**src/hw/rtl/oqwr_pkg.sv**
```systemverilog
`timescale 1ns / 1ps
// Shared types, constants and helpers of the ordered queue with removal.
// Used by the channel interfaces, the cell, the controller and the top level.
package oqwr_pkg;

    // Queue geometry
    localparam int QUEUE_DEPTH = 16;
    localparam int CNT_W       = $clog2(QUEUE_DEPTH + 1);
    localparam int CAP_W       = 5;
    localparam int CMP_W       = (CNT_W > CAP_W) ? CNT_W : CAP_W;
    localparam int ID_W        = 16;
    localparam int CNT_OUT_W   = 5;
    localparam int PADDR_W     = 3;
    localparam int PDATA_W     = 32;

    typedef logic [ID_W-1:0]      t_id;
    typedef logic [CNT_W-1:0]     t_count;
    typedef logic [CMP_W-1:0]     t_cmp;
    typedef logic [CAP_W-1:0]     t_cap;
    typedef logic [CNT_OUT_W-1:0] t_count_out;
    typedef logic [1:0]           t_cmd;
    typedef logic [1:0]           t_status;

    // Command codes; the fourth code is a no-op
    localparam t_cmd CMD_PUSH   = 2'd0;
    localparam t_cmd CMD_POP    = 2'd1;
    localparam t_cmd CMD_REMOVE = 2'd2;

    // Status codes
    localparam t_status ST_OK        = 2'd0;
    localparam t_status ST_FULL      = 2'd1;
    localparam t_status ST_EMPTY     = 2'd2;
    localparam t_status ST_NOT_FOUND = 2'd3;

    // Register byte offset bit that selects beyond the capacity register
    localparam int REG_SEL_BIT = 2;

    typedef enum logic {
        S_IDLE,
        S_EXEC
    } t_state;

    // Broadcast from the controller to every cell
    typedef struct packed {
        logic   capture;   // latch per-cell match against cmp_id
        t_id    cmp_id;    // identifier compared on capture
        logic   push;      // write wr_id at the tail cell
        logic   pop;       // every cell takes its right neighbor
        logic   remove;    // cells at or after the first match take neighbor
        t_id    wr_id;     // identifier written on push
        t_count count;     // occupancy before the step
    } t_cell_ctl;

    // Fit the occupancy to the result field width
    function automatic t_count_out count_out(input t_count c);
        logic [31:0] w;
        w = 32'(c);
        return w[CNT_OUT_W-1:0];
    endfunction

endpackage

```
**src/hw/rtl/oqwr_req_if.sv**
```systemverilog
`timescale 1ns / 1ps
// Request channel of the ordered queue: valid/ready plus command and identifier.
// Depends on oqwr_pkg.
interface oqwr_req_if import oqwr_pkg::*; ();
    logic valid;
    logic ready;
    t_cmd command;
    t_id  entry_id;

    modport source (output valid, output command, output entry_id, input ready);
    modport sink   (input valid, input command, input entry_id, output ready);
endinterface

```
**src/hw/rtl/oqwr_rsp_if.sv**
```systemverilog
`timescale 1ns / 1ps
// Result channel of the ordered queue: valid/ready plus status, head and count.
// Depends on oqwr_pkg.
interface oqwr_rsp_if import oqwr_pkg::*; ();
    logic       valid;
    logic       ready;
    t_status    status;
    t_id        popped_id;
    t_count_out count_after;

    modport source (output valid, output status, output popped_id, output count_after,
                    input ready);
    modport sink   (input valid, input status, input popped_id, input count_after,
                    output ready);
endinterface

```
**src/hw/rtl/oqwr_cell.sv**
```systemverilog
`timescale 1ns / 1ps
// One queue cell: holds one identifier, compares it, and shifts from its neighbor.
// Depends on oqwr_pkg.
module oqwr_cell import oqwr_pkg::*; (
    input  logic      i_clk,
    input  logic      i_rst_n,
    input  t_cell_ctl i_ctl,
    input  t_count    i_index,
    input  t_id       i_next_data,
    input  logic      i_prev_hit,
    output logic      o_hit,
    output t_id       o_data
);

    t_id  r_data;
    t_id  n_data;
    logic r_match;
    logic w_occupied;
    logic w_at_or_after;

    assign w_occupied    = i_index < i_ctl.count;
    assign w_at_or_after = i_prev_hit | r_match;

    // Pass the first-match chain to the right
    assign o_hit  = w_at_or_after;
    assign o_data = r_data;

    // Latch the compare result for the remove that follows
    always_ff @(posedge i_clk) begin
        if (!i_rst_n) begin
            r_match <= 1'b0;
        end else if (i_ctl.capture) begin
            r_match <= w_occupied && (r_data == i_ctl.cmp_id);
        end
    end

    // Select the cell's next contents
    always_comb begin
        n_data = r_data;
        if (i_ctl.pop || (i_ctl.remove && w_at_or_after)) begin
            n_data = i_next_data;
        end else if (i_ctl.push && (i_index == i_ctl.count)) begin
            n_data = i_ctl.wr_id;
        end
    end

    always_ff @(posedge i_clk) begin
        r_data <= n_data;
    end

endmodule

```
**src/hw/rtl/oqwr_ctrl.sv**
```systemverilog
`timescale 1ns / 1ps
// Queue controller: request handshake, occupancy, status and the result register.
// Depends on oqwr_pkg, oqwr_req_if and oqwr_rsp_if.
module oqwr_ctrl import oqwr_pkg::*; (
    input  logic        i_clk,
    input  logic        i_rst_n,
    oqwr_req_if.sink    i_req,
    oqwr_rsp_if.source  o_rsp,
    input  t_cmp        i_cap_eff,
    input  logic        i_found,
    input  t_id         i_head,
    output t_cell_ctl   o_ctl
);

    t_state     r_state;
    t_state     n_state;
    t_cmd       r_cmd;
    t_id        r_id;
    t_count     r_count;
    t_count     n_count;
    logic       r_out_valid;
    t_status    r_status;
    t_status    n_status;
    t_id        r_popped;
    t_id        n_popped;
    t_count_out r_count_after;
    logic       w_accept;
    logic       w_exec_fire;
    logic       w_empty;
    logic       w_full;

    assign w_empty = (r_count == '0);
    assign w_full  = t_cmp'(r_count) >= i_cap_eff;

    // Next state
    always_comb begin
        n_state = r_state;
        unique case (r_state)
            S_IDLE: if (i_req.valid) n_state = S_EXEC;
            S_EXEC: if (w_exec_fire) n_state = S_IDLE;
            default: n_state = S_IDLE;
        endcase
    end

    // Outputs: handshake, cell commands, status and next occupancy
    always_comb begin
        i_req.ready  = (r_state == S_IDLE);
        w_accept     = (r_state == S_IDLE) && i_req.valid;
        w_exec_fire  = (r_state == S_EXEC) && (!r_out_valid || o_rsp.ready);
        o_ctl        = '0;
        o_ctl.capture = w_accept;
        o_ctl.cmp_id  = i_req.entry_id;
        o_ctl.wr_id   = r_id;
        o_ctl.count   = r_count;
        n_status     = ST_OK;
        n_popped     = '0;
        n_count      = r_count;
        if (r_state == S_EXEC) begin
            unique case (r_cmd)
                CMD_PUSH: begin
                    if (w_full) begin
                        n_status = ST_FULL;
                    end else begin
                        o_ctl.push = w_exec_fire;
                        n_count    = r_count + 1'b1;
                    end
                end
                CMD_POP: begin
                    if (w_empty) begin
                        n_status = ST_EMPTY;
                    end else begin
                        o_ctl.pop = w_exec_fire;
                        n_popped  = i_head;
                        n_count   = r_count - 1'b1;
                    end
                end
                CMD_REMOVE: begin
                    if (w_empty) begin
                        n_status = ST_EMPTY;
                    end else if (!i_found) begin
                        n_status = ST_NOT_FOUND;
                    end else begin
                        o_ctl.remove = w_exec_fire;
                        n_count      = r_count - 1'b1;
                    end
                end
                default: begin
                    n_status = ST_OK;
                end
            endcase
        end
    end

    // Control registers
    always_ff @(posedge i_clk) begin
        if (!i_rst_n) begin
            r_state     <= S_IDLE;
            r_count     <= '0;
            r_out_valid <= 1'b0;
        end else begin
            r_state <= n_state;
            if (w_exec_fire) begin
                r_count     <= n_count;
                r_out_valid <= 1'b1;
            end else if (o_rsp.ready) begin
                r_out_valid <= 1'b0;
            end
        end
    end

    // Hold the request and the result payload
    always_ff @(posedge i_clk) begin
        if (w_accept) begin
            r_cmd <= i_req.command;
            r_id  <= i_req.entry_id;
        end
        if (w_exec_fire) begin
            r_status      <= n_status;
            r_popped      <= n_popped;
            r_count_after <= count_out(n_count);
        end
    end

    assign o_rsp.valid       = r_out_valid;
    assign o_rsp.status      = r_status;
    assign o_rsp.popped_id   = r_popped;
    assign o_rsp.count_after = r_count_after;

    // Occupancy never passes the cell count
    a_count_bound: assert property (@(posedge i_clk) disable iff (!i_rst_n)
        t_cmp'(r_count) <= t_cmp'(QUEUE_DEPTH))
        else $error("occupancy beyond queue depth");

    // A granted push grows the queue by one
    a_push_grows: assert property (@(posedge i_clk) disable iff (!i_rst_n)
        o_ctl.push |=> (r_count == t_count'($past(r_count) + 1'b1)))
        else $error("push did not advance occupancy");

    // A granted pop or remove shrinks the queue by one
    a_drop_shrinks: assert property (@(posedge i_clk) disable iff (!i_rst_n)
        (o_ctl.pop || o_ctl.remove) |=> (r_count == t_count'($past(r_count) - 1'b1)))
        else $error("pop or remove did not reduce occupancy");

    // Every executed request leaves a result waiting
    a_result_loaded: assert property (@(posedge i_clk) disable iff (!i_rst_n)
        w_exec_fire |=> (o_rsp.valid && (o_rsp.count_after == count_out(r_count))))
        else $error("result not loaded after execution");

endmodule

```
**src/hw/rtl/ordered_queue_with_removal.sv**
```systemverilog
`timescale 1ns / 1ps
// Ordered queue of 16-bit identifiers with push, pop and remove-by-value. In the
// cycle a request is accepted, every cell compares its identifier against the
// request; in the execute state that follows, the row of cells shifts or loads
// and the result is written to the output register. A new request is taken only
// once the execute state is done, so requests do not overlap; the execute state
// waits only while the previous result still sits unread in the output register.
// Capacity is set through the APB register at offset 0 and is clamped to the
// cell count.
// Depends on oqwr_pkg, oqwr_req_if, oqwr_rsp_if, oqwr_cell and oqwr_ctrl.
module ordered_queue_with_removal import oqwr_pkg::*; (
    input  logic               i_clk,
    input  logic               i_rst_n,
    oqwr_req_if.sink           i_req,
    oqwr_rsp_if.source         o_rsp,
    input  logic               psel,
    input  logic               penable,
    input  logic               pwrite,
    input  logic [PADDR_W-1:0] paddr,
    input  logic [PDATA_W-1:0] pwdata,
    output logic [PDATA_W-1:0] prdata,
    output logic               pready
);

    t_cap      r_cap;
    t_cmp      w_cap_ext;
    t_cmp      w_cap_eff;
    t_cell_ctl w_ctl;
    t_id       w_data [0:QUEUE_DEPTH];
    logic      w_hit  [0:QUEUE_DEPTH];
    logic      w_cap_sel;

    // Capacity register
    assign pready    = 1'b1;
    assign w_cap_sel = !paddr[REG_SEL_BIT];

    always_ff @(posedge i_clk) begin
        if (!i_rst_n) begin
            r_cap <= '0;
        end else if (psel && penable && pwrite && pready && w_cap_sel) begin
            r_cap <= pwdata[CAP_W-1:0];
        end
    end

    assign prdata = w_cap_sel ? PDATA_W'(r_cap) : '0;

    // Clamp the capacity to the cell count
    assign w_cap_ext = t_cmp'(r_cap);
    assign w_cap_eff = (w_cap_ext > t_cmp'(QUEUE_DEPTH)) ? t_cmp'(QUEUE_DEPTH) : w_cap_ext;

    oqwr_ctrl u_ctrl (
        .i_clk     (i_clk),
        .i_rst_n   (i_rst_n),
        .i_req     (i_req),
        .o_rsp     (o_rsp),
        .i_cap_eff (w_cap_eff),
        .i_found   (w_hit[QUEUE_DEPTH]),
        .i_head    (w_data[0]),
        .o_ctl     (w_ctl)
    );

    // Row of cells; the last cell shifts in zero
    assign w_hit[0]            = 1'b0;
    assign w_data[QUEUE_DEPTH] = '0;

    for (genvar g = 0; g < QUEUE_DEPTH; g++) begin : g_cell
        oqwr_cell u_cell (
            .i_clk       (i_clk),
            .i_rst_n     (i_rst_n),
            .i_ctl       (w_ctl),
            .i_index     (t_count'(g)),
            .i_next_data (w_data[g+1]),
            .i_prev_hit  (w_hit[g]),
            .o_hit       (w_hit[g+1]),
            .o_data      (w_data[g])
        );
    end

endmodule
```
**src/flat_wrapper.sv**
```systemverilog
// flat-port wrapper written by rule: the top's interface ports become plain ports
module ordered_queue_with_removal_flat import oqwr_pkg::*;
  (i_clk, i_rst_n, psel, penable, pwrite, paddr, pwdata, prdata, pready, i_req_valid, i_req_command, i_req_entry_id, i_req_ready, o_rsp_valid, o_rsp_status, o_rsp_popped_id, o_rsp_count_after, o_rsp_ready);
  oqwr_req_if i_req_i ();
  oqwr_rsp_if o_rsp_i ();
  input  logic i_clk;
  input  logic i_rst_n;
  input  logic psel;
  input  logic penable;
  input  logic pwrite;
  input  logic [PADDR_W-1:0] paddr;
  input  logic [PDATA_W-1:0] pwdata;
  output logic [PDATA_W-1:0] prdata;
  output logic pready;
  input wire logic [$bits(i_req_i.valid)-1:0] i_req_valid;
  input wire logic [$bits(i_req_i.command)-1:0] i_req_command;
  input wire logic [$bits(i_req_i.entry_id)-1:0] i_req_entry_id;
  output wire logic [$bits(i_req_i.ready)-1:0] i_req_ready;
  output wire logic [$bits(o_rsp_i.valid)-1:0] o_rsp_valid;
  output wire logic [$bits(o_rsp_i.status)-1:0] o_rsp_status;
  output wire logic [$bits(o_rsp_i.popped_id)-1:0] o_rsp_popped_id;
  output wire logic [$bits(o_rsp_i.count_after)-1:0] o_rsp_count_after;
  input wire logic [$bits(o_rsp_i.ready)-1:0] o_rsp_ready;
  assign i_req_i.valid = i_req_valid;
  assign i_req_i.command = i_req_command;
  assign i_req_i.entry_id = i_req_entry_id;
  assign i_req_ready = i_req_i.ready;
  assign o_rsp_valid = o_rsp_i.valid;
  assign o_rsp_status = o_rsp_i.status;
  assign o_rsp_popped_id = o_rsp_i.popped_id;
  assign o_rsp_count_after = o_rsp_i.count_after;
  assign o_rsp_i.ready = o_rsp_ready;
  ordered_queue_with_removal u_core (.i_clk(i_clk), .i_rst_n(i_rst_n), .i_req(i_req_i), .o_rsp(o_rsp_i), .psel(psel), .penable(penable), .pwrite(pwrite), .paddr(paddr), .pwdata(pwdata), .prdata(prdata), .pready(pready));
endmodule
```
**config.mk**
```make
export PLATFORM = sky130hd
export DESIGN_NAME = ordered_queue_with_removal_flat
export DESIGN_NICKNAME = d
export VERILOG_FILES = /design/src/hw/rtl/oqwr_pkg.sv /design/src/hw/rtl/oqwr_req_if.sv /design/src/hw/rtl/oqwr_rsp_if.sv /design/src/hw/rtl/oqwr_cell.sv /design/src/hw/rtl/oqwr_ctrl.sv /design/src/hw/rtl/ordered_queue_with_removal.sv /design/src/flat_wrapper.sv
export SDC_FILE = /design/constraint.sdc
export NUM_CORES = 1
export LEC_CHECK = 0
export BUFFER_PORTS_ARGS = -buffer_cell sky130_fd_sc_hd__buf_2
export CELL_PAD_IN_SITES_DETAIL_PLACEMENT = 0
export CELL_PAD_IN_SITES_GLOBAL_PLACEMENT = 1
export CORE_MARGIN = 4
export CORE_UTILIZATION = 46
export DETAILED_ROUTE_END_ITERATION = 16
export PLACE_DENSITY_LB_ADDON = 0.1
export SETUP_SLACK_MARGIN = 0.15
export SYNTH_ARGS = -nofsm -noshare
export SYNTH_HDL_FRONTEND = slang
export SYNTH_SLANG_ARGS = --single-unit
```
**constraint.sdc**
```tcl
create_clock -name i_clk -period 3.52 [get_ports i_clk]
set_input_delay 0 -clock i_clk [delete_from_list [all_inputs] [get_ports i_clk]]
set_output_delay 0 -clock i_clk [all_outputs]
set_load 0.05 [all_outputs]
```
==> impl_metrics.tcl, run 1 <==
set metrics [dict create \
    status "finished clean" \
    finalSetupTns_ns 0 \
    cpPeakStageDelay_ns 0.75 \
    netlist-cell-type-count 68 \
    core_um2 37700 \
    cp.required_ns 3.76 \
    portBuffers 60 \
    rsz0062_at_grt "false" \
    synth_edf_count 281 \
    die_w_um 203 \
    cp-start-kind "flop" \
    ir_worst_vdd_mv 0.250 \
    cpMaxStageDelayCell "a21o_1" \
    skew_ns 0.0302 \
    synth_area_per_cell_um2 13.1 \
    drc_errors 0 \
    synth_top_area_share_pct 48.1 \
    drive_above_1_share_pct 30.5 \
    crit_type "reg2reg" \
    ys_ff_latch 325 \
    antennaDiodeCount 0 \
    drt_wl_total_um 54500 \
    cp_top_family "compound AO/OA/AOI/OAI gates" \
    clk_pin_slew_ns 0.07 \
    vias 11218 \
    firstDrtPassIters 5 \
    yosysSeqAreaShare_pct 53.1 \
    placedCellCount 1889 \
    grt_first_pass_wirelength_um 78200 \
    num_rows 71 \
    ios 118 \
    tightest_slew_ns 1.21 \
    clk_latency_ns 0.56 \
    nNetsFinal 1504 \
    min_path_type "in2reg" \
    die_h_um 203 \
    fillCellCount 3284 \
    area_growth_pct 13.0 \
    critPathBufInv 3 \
    die_area_um2 41400 \
    synth_async_sr_flop_share_pct 0 \
    yosysWarnings 0 \
    max_freq_mhz 326 \
    relSlewSlack_pct 19.4 \
    syn-cell-area_um2 17600 \
    numCtsBuffers 37 \
    path_cells "inv_1 -> ha_1 -> or4b_1 -> buf_4 -> nand3_1 -> nor2_2 -> a21o_1 -> o21bai_1 -> buf_4" \
    start_util_pct 46.6 \
    leakage_nw 7.11 \
    synth_top_area_cell "edfxtp_1" \
    grt_pass1_vias 11030 \
    critPathArrivalTime_ns 3.31 \
    clkSinkCount 325 \
    netlist_top_cells_area "edfxtp_1 (48%), mux2_2 (14%), xor2_1 (8.0%), dfxtp_1 (5.0%), xnor2_1 (4.8%)" \
    grt_overflow 0 \
    dp_hpwl_um 35900 \
    stdcell_count 1974 \
    antenna_found_initial 0 \
    grt_use_total_pct 26.2 \
    ys.flop_type "edfxtp_1" \
    clockBufferDepth 3 \
    antenna_left 0 \
    drt_iter0_drc 1382 \
    htree_num_levels 2 \
    crit_fanout 17 \
    crit_path_frequent_cell "buf_4" \
    hold_viol_final 0 \
    place.gp.congestion 0.886 \
    finalSetupViolations 0 \
    viasPerCell 5.68 \
    drt-wirelength-per-cell_um 27.6 \
    finish.utilization_pct 52.7 \
    grt_max_degree 29 \
    synthCells 1340 \
    period_share_pct 87.1 \
    final_max_slew_viol_count 0 \
    ys_top_cells_by_count "edfxtp_1 (281), mux2_2 (215), xor2_1 (160)" \
    tritoncts "built" \
    cap_violations 0 \
    root_buffer "clkbuf_16" \
    synth_most_common_cell "edfxtp_1" \
    period_needed_ns 3.07 \
    cts_setup_buffers 0 \
    critPathCaptureType "flop" \
    power.density_nw_per_um2 456 \
]
## state kept, by name, summed over array words and instances, names as in the netlist
register,cells
u_core.g_cell.u_cell.o_data,256
u_core.g_cell.u_cell.r_match,16
u_core.u_ctrl.o_rsp.popped_id,16
u_core.u_ctrl.r_id,16
u_core.r_cap,5
u_core.u_ctrl.o_rsp.count_after,5
u_core.u_ctrl.r_count,5
u_core.u_ctrl.o_rsp.status,2
u_core.u_ctrl.r_cmd,2
u_core.u_ctrl.o_rsp.valid,1
u_core.u_ctrl.r_state,1
## stage by stage
stage | hold WS (ns) | worst slack, ns | area [µm²] | total power [mW]
final | 0.0205 | 0.452 | 19800 | 9.05
after CTS | 0.00374 | 0.501 | 19800 | 9.11
after floorplan | 0.0989 | 0.270 | 17700 | 5.00
after global routing | 0.0415 | 0.306 | 19800 | 9.32
after global placement | 0.178 | 0.533 | 18500 | 5.27
after detailed placement | 0.181 | 0.518 | 18500 | 5.27
## cells in the final DEF (no fill, tap or decap), types with 17 or more instances in the layout
master	count
buf_4	64
nor4_1	49
xor2_1	160
nor2b_1	18
xnor2_1	97
buf_2	60
edfxtp_1	281
clkbuf_16	39
a21oi_1	20
mux2_2	215
nor2_1	35
mux2_4	27
nand3_1	20
nand4_1	34
conb_1	28
nand2_1	37
dfxtp_1	44
nor3_1	18
dlygate4sd3_1	17
mux2i_1	21
## cell families after synthesis
logic type                 Yosys count  synth area share, %
buffers and inverters              123                 3.69
muxes                              263                 17.3
adders and majority gates           10                0.713
xor gates and xnor gates           257                 12.8
and+or+nand+nor                    257                 8.16
DFF                                325                 53.1
AOI/OAI and AO/OA                  103                 4.20
other                                2               0.0428
## worst reg2reg max path, stage by stage (launching register included)
cell,delay [ns]
dfxtp_1,0.33
inv_1,0.06
ha_1,0.27
or4b_1,0.21
buf_4,0.18
nand3_1,0.15
nor2_2,0.31
a21o_1,0.75
o21bai_1,0.22
buf_4,0.26
## power by group
part | switching, mW | internal, mW | leakage [nW]
logic | 0.530 | 0.322 | 3.63
registers | 0.123 | 4.25 | 2.90
clock network | 1.57 | 2.25 | 0.580
total | 2.23 | 6.82 | 7.11
## worst paths after layout
path,endpoint,slack (ns),start,cells past startpoint
setup / recovery,u_core.g_cell[0].u_cell.o_data[3],0.45,u_core.u_ctrl.r_count[0],9
hold / removal,u_core.g_cell[10].u_cell.r_match,0.02,i_rst_n,2
setup reg to reg,u_core.g_cell[0].u_cell.o_data[3],0.45,u_core.u_ctrl.r_count[0],9
hold reg to reg,u_core.g_cell[2].u_cell.r_match,0.48,u_core.g_cell[2].u_cell.r_match,2
## area by class of cell
type	count	area (µm²)	share of cell area [%]
well taps	511	639	3.22
inverters	11	42.5	0.214
clock inverters	14	126	0.637
repair buffers	141	951	4.79
clock buffers	54	1060	5.35
multi-input cells	918	7700	38.8
flip-flops and latches	325	9320	47.0
## repair_timing
item | in CTS | in global routing
setup endpoints to repair | 0 | 0
hold buffers | 17 | 0
resized for setup | 0 | 0
endpoints found under the hold margin | 16 | 0
## per-layer routing
metal / up-vias / track usage (%) / wire [µm]
met2: 520 / 37.1 / 23000
met1: 5566 / 40.3 / 25100
li1: 5058 / - / -
met3: 74 / 5.22 / 4870
met5: - / 0 / 0
met4: 0 / 8.29 / 1510
No activity file was read; power rests on OpenSTA's default activity.
==> run 2, diff against run 1 <==
--- a/config.mk
+++ b/config.mk
@@ -9,7 +9,7 @@
 export CELL_PAD_IN_SITES_DETAIL_PLACEMENT = 0
 export CELL_PAD_IN_SITES_GLOBAL_PLACEMENT = 1
 export CORE_MARGIN = 4
-export CORE_UTILIZATION = 46
+export CORE_UTILIZATION = 50
 export DETAILED_ROUTE_END_ITERATION = 16
 export PLACE_DENSITY_LB_ADDON = 0.1
 export SETUP_SLACK_MARGIN = 0.15
==> constraint.sdc (replaced) <==
create_clock -name i_clk -period 3.9 [get_ports i_clk]
set_input_delay 0 -clock i_clk [delete_from_list [all_inputs] [get_ports i_clk]]
set_output_delay 0 -clock i_clk [all_outputs]
set_load 0.05 [all_outputs]
==> run 2 against run 1 <==
Against the previous run: maximum frequency is 10% lower; non-clock buffer count is 24 lower; sequential share of layout area is 0.65 points higher; design area is 1.4% lower; cell count is 4.2% lower; worst hold slack better by 0.0015 ns; combinational power is 14% lower; clock skew is 0.0048 ns lower.
==> impl_metrics.tcl, run 2 (synthesis gave the netlist of run 1 again) <==
set metrics [dict create \
    final_max_slew_viol_count 0 \
    cap_violations 0 \
    area_growth_pct 11.5 \
    num_rows 68 \
    path_cells "inv_1 -> ha_1 -> or4b_1 -> nand3_1 -> nor2_2 -> a21o_1 -> buf_4 -> inv_1 -> o31ai_2 -> buf_4" \
    mostFrequentLayoutCell "edfxtp_1" \
    die_w_um 195 \
    root_buffer "clkbuf_16" \
    portBuffers 60 \
    drt-wirelength-per-cell_um 26.6 \
    clkSinkCount 325 \
    largest_register_ffs 256 \
    drt_iter0_drc 1158 \
    crit_type "reg2reg" \
    grt_use_total_pct 26.0 \
    finalSetupViolations 0 \
    cpMaxStageDelayCell "nor2_2" \
    drt_wl_total_um 50200 \
    finalSetupTns_ns 0 \
    clk_pin_slew_ns 0.06 \
    hold_viol_final 0 \
    cp-start-kind "flop" \
    status "finished clean" \
    period_share_pct 87.6 \
    nNetsFinal 1480 \
    grt_overflow 0 \
    dp_hpwl_um 32700 \
    die_area_um2 38200 \
    rsz0062_at_grt "false" \
    setup_ws_ns 0.483 \
    start_util_pct 50.7 \
    grt_first_pass_wirelength_um 74000 \
    postCtsResizedCells 0 \
    vias 11088 \
    clockBufferDepth 3 \
    placed_area_um2 18300 \
    drive_above_1_share_pct 29.8 \
    min_path_type "in2reg" \
    antennaDiodeCount 0 \
    core_um2 34600 \
    place.gp.congestion 0.908 \
    die_h_um 195 \
    cp_top_family "simple AND/OR/NAND/NOR gates" \
    firstDrtPassIters 5 \
    tritoncts "built" \
    crit_fanout 17 \
    relSlewSlack_pct 10.5 \
    skew_ns 0.0254 \
    htree_num_levels 2 \
    critPathArrivalTime_ns 3.62 \
    numCtsBuffers 37 \
    viasPerCell 5.86 \
    ir_worst_vdd_mv 0.326 \
    antenna_left 0 \
    grt_pass1_vias 11060 \
    ios 118 \
    period_needed_ns 3.42 \
    max_freq_mhz 293 \
    leakage_nw 7.00 \
    grt_max_degree 29 \
    antenna_found_initial 1 \
    clk_latency_ns 0.54 \
    final_area_um2 19600 \
    critPathBufInv 4 \
    place_ws_ns 0.628 \
    power.density_nw_per_um2 413 \
    cpPeakStageDelay_ns 0.73 \
    cp.required_ns 4.10 \
    drc_errors 0 \
    layout_common_cells "edfxtp_1 (281), mux2_2 (215), xor2_1 (160), xnor2_1 (97), buf_2 (60)" \
    tightest_slew_ns 1.34 \
    critPathCaptureType "flop" \
]
## run 2: final cells by class
cell class,instances,area (µm²)
fill,2838,15100
sequential,325,9320
multi-input combinational,918,7700
clock buffer,53,1060
timing repair buffer,117,753
tap,455,569
clock inverter,13,128
inverter,11,41.3
## run 2: routing by layer
metal | GRT usage [%] | wire length (µm) | vias to the layer above
li1 | - | - | 5009
met2 | 37.7 | 21200 | 527
met3 | 4.35 | 4160 | 75
met5 | 0 | 0 | -
met1 | 40.3 | 23500 | 5477
met4 | 7.19 | 1420 | 0
## run 2: final timing paths
path / start / to / slack [ns] / cells after the start
max: u_core.u_ctrl.r_count[1] / u_core.g_cell[11].u_cell.o_data[14] / 0.48 / 10
min: i_rst_n / u_core.u_ctrl.r_state / 0.02 / 3
max reg2reg: u_core.u_ctrl.r_count[1] / u_core.g_cell[11].u_cell.o_data[14] / 0.48 / 10
min reg2reg: u_core.g_cell[6].u_cell.r_match / u_core.g_cell[6].u_cell.r_match / 0.49 / 2
## run 2: repair_timing
action / 4_1_cts / 5_1_grt
buffers inserted: 0 / 0
endpoints found under the hold margin: 10 / 0
hold buffers: 10 / 0
## run 2: power by group
part	total, mW	switching [mW]	leakage, nW	internal (mW)
combinational	0.731	0.456	3.52	0.275
clock	3.41	1.38	0.583	2.03
sequential	3.95	0.114	2.90	3.84
total	8.09	1.95	7.00	6.14
## run 2: tightest hold or removal path, stage by stage
cell and delay, ns:
buf_2 0.29, o21ai_0 0.16, nor2_1 0.05
## run 2: per-stage QoR
stage          hold slack, ns  total power, mW  utilization [%]  instances
2_1_floorplan          0.0989             4.51                -       1366
3_3_place_gp            0.184             4.73             52.8       1816
3_5_place_dp            0.185             4.74             52.8       1816
4_1_cts                0.0153             8.13             56.5       1892
5_1_grt                0.0302             8.34             56.5       1892
6_report               0.0220             8.09             56.5       1892
==> run 3, diff against run 2 <==
--- a/config.mk
+++ b/config.mk
@@ -9,7 +9,7 @@
 export CELL_PAD_IN_SITES_DETAIL_PLACEMENT = 0
 export CELL_PAD_IN_SITES_GLOBAL_PLACEMENT = 1
 export CORE_MARGIN = 4
-export CORE_UTILIZATION = 50
+export CORE_UTILIZATION = 40
 export DETAILED_ROUTE_END_ITERATION = 16
 export PLACE_DENSITY_LB_ADDON = 0.1
 export SETUP_SLACK_MARGIN = 0.15
==> run 3 against run 2 <==
Against the previous run: maximum frequency is 6.5% higher; clock power up 4%; design area is 1.5% higher; setup slack better by 0.21 ns; combinational power grew 2.7%; sequential share of layout area decreased by 0.71 points; flip-flop and latch count stayed put; critical endpoint is now u_core.g_cell[3].u_cell.o_data[0]; largest cell class unchanged; largest power group unchanged.
==> impl_metrics.tcl, run 3 (synthesis gave the netlist of run 1 again) <==
set metrics [dict create \
    die_w_um 218 \
    crit_type "reg2reg" \
    finalSetupViolations 0 \
    tightest_slew_ns 1.30 \
    area_growth_pct 13.2 \
    skew_ns 0.0238 \
    final_max_slew_viol_count 0 \
    drt_wl_total_um 53800 \
    clkSinkCount 325 \
    hold_viol_final 0 \
    cap_violations 0 \
    relSlewSlack_pct 13.0 \
    cpMaxStageDelayCell "a21oi_2" \
    die_area_um2 47300 \
    mostFrequentLayoutCell "edfxtp_1" \
    period_share_pct 82.3 \
    power.density_nw_per_um2 415 \
    viasPerCell 5.46 \
    critPathArrivalTime_ns 3.51 \
    finalSetupTns_ns 0 \
    min_to "u_core.u_ctrl.r_id[9]" \
    drt-wirelength-per-cell_um 26.4 \
    path_cells "inv_1 -> ha_1 -> or4b_1 -> buf_4 -> nand3_1 -> nor2_2 -> a21oi_2 -> mux2_2" \
    min_path_type "in2reg" \
    rr_worst_depth 8 \
    portBuffers 60 \
    antenna_left 0 \
    antenna_found_initial 1 \
    cp.required_ns 4.20 \
    grt_pass1_vias 11029 \
    largest_register_ffs 256 \
    numCtsBuffers 39 \
    root_buffer "clkbuf_16" \
    tritoncts "built" \
    ios 118 \
    r2r-start "u_core.u_ctrl.r_count[1]" \
    cp-start-kind "flop" \
    htree_num_levels 2 \
    grt_max_degree 29 \
    critPathBufInv 2 \
    drive_above_1_share_pct 29.7 \
    rsz0062_at_grt "false" \
    clk_latency_ns 0.57 \
    cts_setup_buffers 0 \
    grt_overflow 0 \
    place.gp.congestion 0.856 \
    max_freq_mhz 312 \
    clk_pin_slew_ns 0.06 \
    nNetsFinal 1492 \
    min_path_cells 2 \
    num_rows 76 \
    leakage_nw 7.07 \
    finish.utilization_pct 45.9 \
    min-delay-start "i_req_entry_id[9]" \
    core_um2 43300 \
    start_util_pct 40.6 \
    fillCellCount 3932 \
    cpPeakStageDelay_ns 0.73 \
    dp_hpwl_um 35100 \
    period_needed_ns 3.21 \
    die_h_um 218 \
    critPathCaptureType "flop" \
    ir_worst_vdd_mv 0.271 \
    layout_common_cells "edfxtp_1 (281), mux2_2 (215), xor2_1 (160), xnor2_1 (97), buf_2 (60)" \
    firstDrtPassIters 5 \
    grt_first_pass_wirelength_um 77700 \
    drt_iter0_drc 1087 \
    drc_errors 0 \
    clockBufferDepth 3 \
    vias 11121 \
    reg2reg_slack_ns 0.69 \
    r2r_end "u_core.g_cell[3].u_cell.o_data[0]" \
    grt_use_total_pct 22.5 \
    cp_top_family "simple AND/OR/NAND/NOR gates" \
    status "finished clean" \
    crit_fanout 17 \
]
[run 3: cell types whose count changed in the layout (fill, tap and decap cells not counted), sizes merged]
| cell | previous run | this run |
|---|---|---|
| buf | 107 | 109 |
| clkbuf | 53 | 52 |
| clkinv | 11 | 14 |
| diode | 0 | 1 |
| dlygate4sd3 | 10 | 18 |
| inv | 10 | 11 |
[run 3: worst max-delay path by stage]
stage | end | cells past startpoint | from | slack, ns
floorplan | u_core.g_cell[4].u_cell.o_data[0] | 8 | u_core.u_ctrl.o_rsp.valid | 0.31
global placement | u_core.g_cell[3].u_cell.o_data[15] | 9 | u_core.u_ctrl.r_count[1] | 0.74
detailed placement | u_core.g_cell[3].u_cell.o_data[4] | 8 | u_core.u_ctrl.r_count[1] | 0.71
CTS | u_core.g_cell[3].u_cell.o_data[0] | 9 | u_core.u_ctrl.r_count[1] | 0.69
global route | u_core.g_cell[3].u_cell.o_data[0] | 8 | u_core.u_ctrl.r_count[1] | 0.53
finish | u_core.g_cell[3].u_cell.o_data[0] | 8 | u_core.u_ctrl.r_count[1] | 0.69
[run 3: area by class of cell]
cell class	instances	area, µm²	area share (%)
antenna	1	2.50	0.0126
clock buffer	52	1080	5.42
clock inverter	17	146	0.737
inverter	11	41.3	0.208
multi-input combinational	918	7700	38.8
sequential	325	9320	46.9
tap	585	732	3.68
timing repair buffer	127	848	4.27
[run 3: metrics by stage]
stage,hold WS (ns),total power [mW],setup slack (ns),cells,instance area [µm²]
after floorplan,0.0989,4.51,0.307,1366,17700
after global placement,0.182,4.75,0.738,1948,18500
after detailed placement,0.183,4.75,0.714,1948,18500
after CTS,0.0592,8.32,0.690,2035,19900
after global routing,0.0773,8.51,0.531,2035,19900
final,0.0907,8.24,0.692,2036,19900
[run 3: what timing repair did]
item,4_1_cts,5_1_grt
resized for setup,0,0
hold endpoints to repair,31,0
hold buffers,18,0
[run 3: metal layers]
layer	track usage, %	routed length (µm)	vias up
met1	34.3	26100	5614
met2	33.4	23100	412
met3	3.83	3650	61
met4	5.30	957	0
li1	-	-	5034
met5	0	0	-
[run 3: power by group]
part / leakage [nW] / switching, mW / internal [mW]
combinational: 3.57 / 0.469 / 0.281
sequential: 2.90 / 0.113 / 3.84
clock: 0.600 / 1.47 / 2.07
total: 7.07 / 2.06 / 6.19
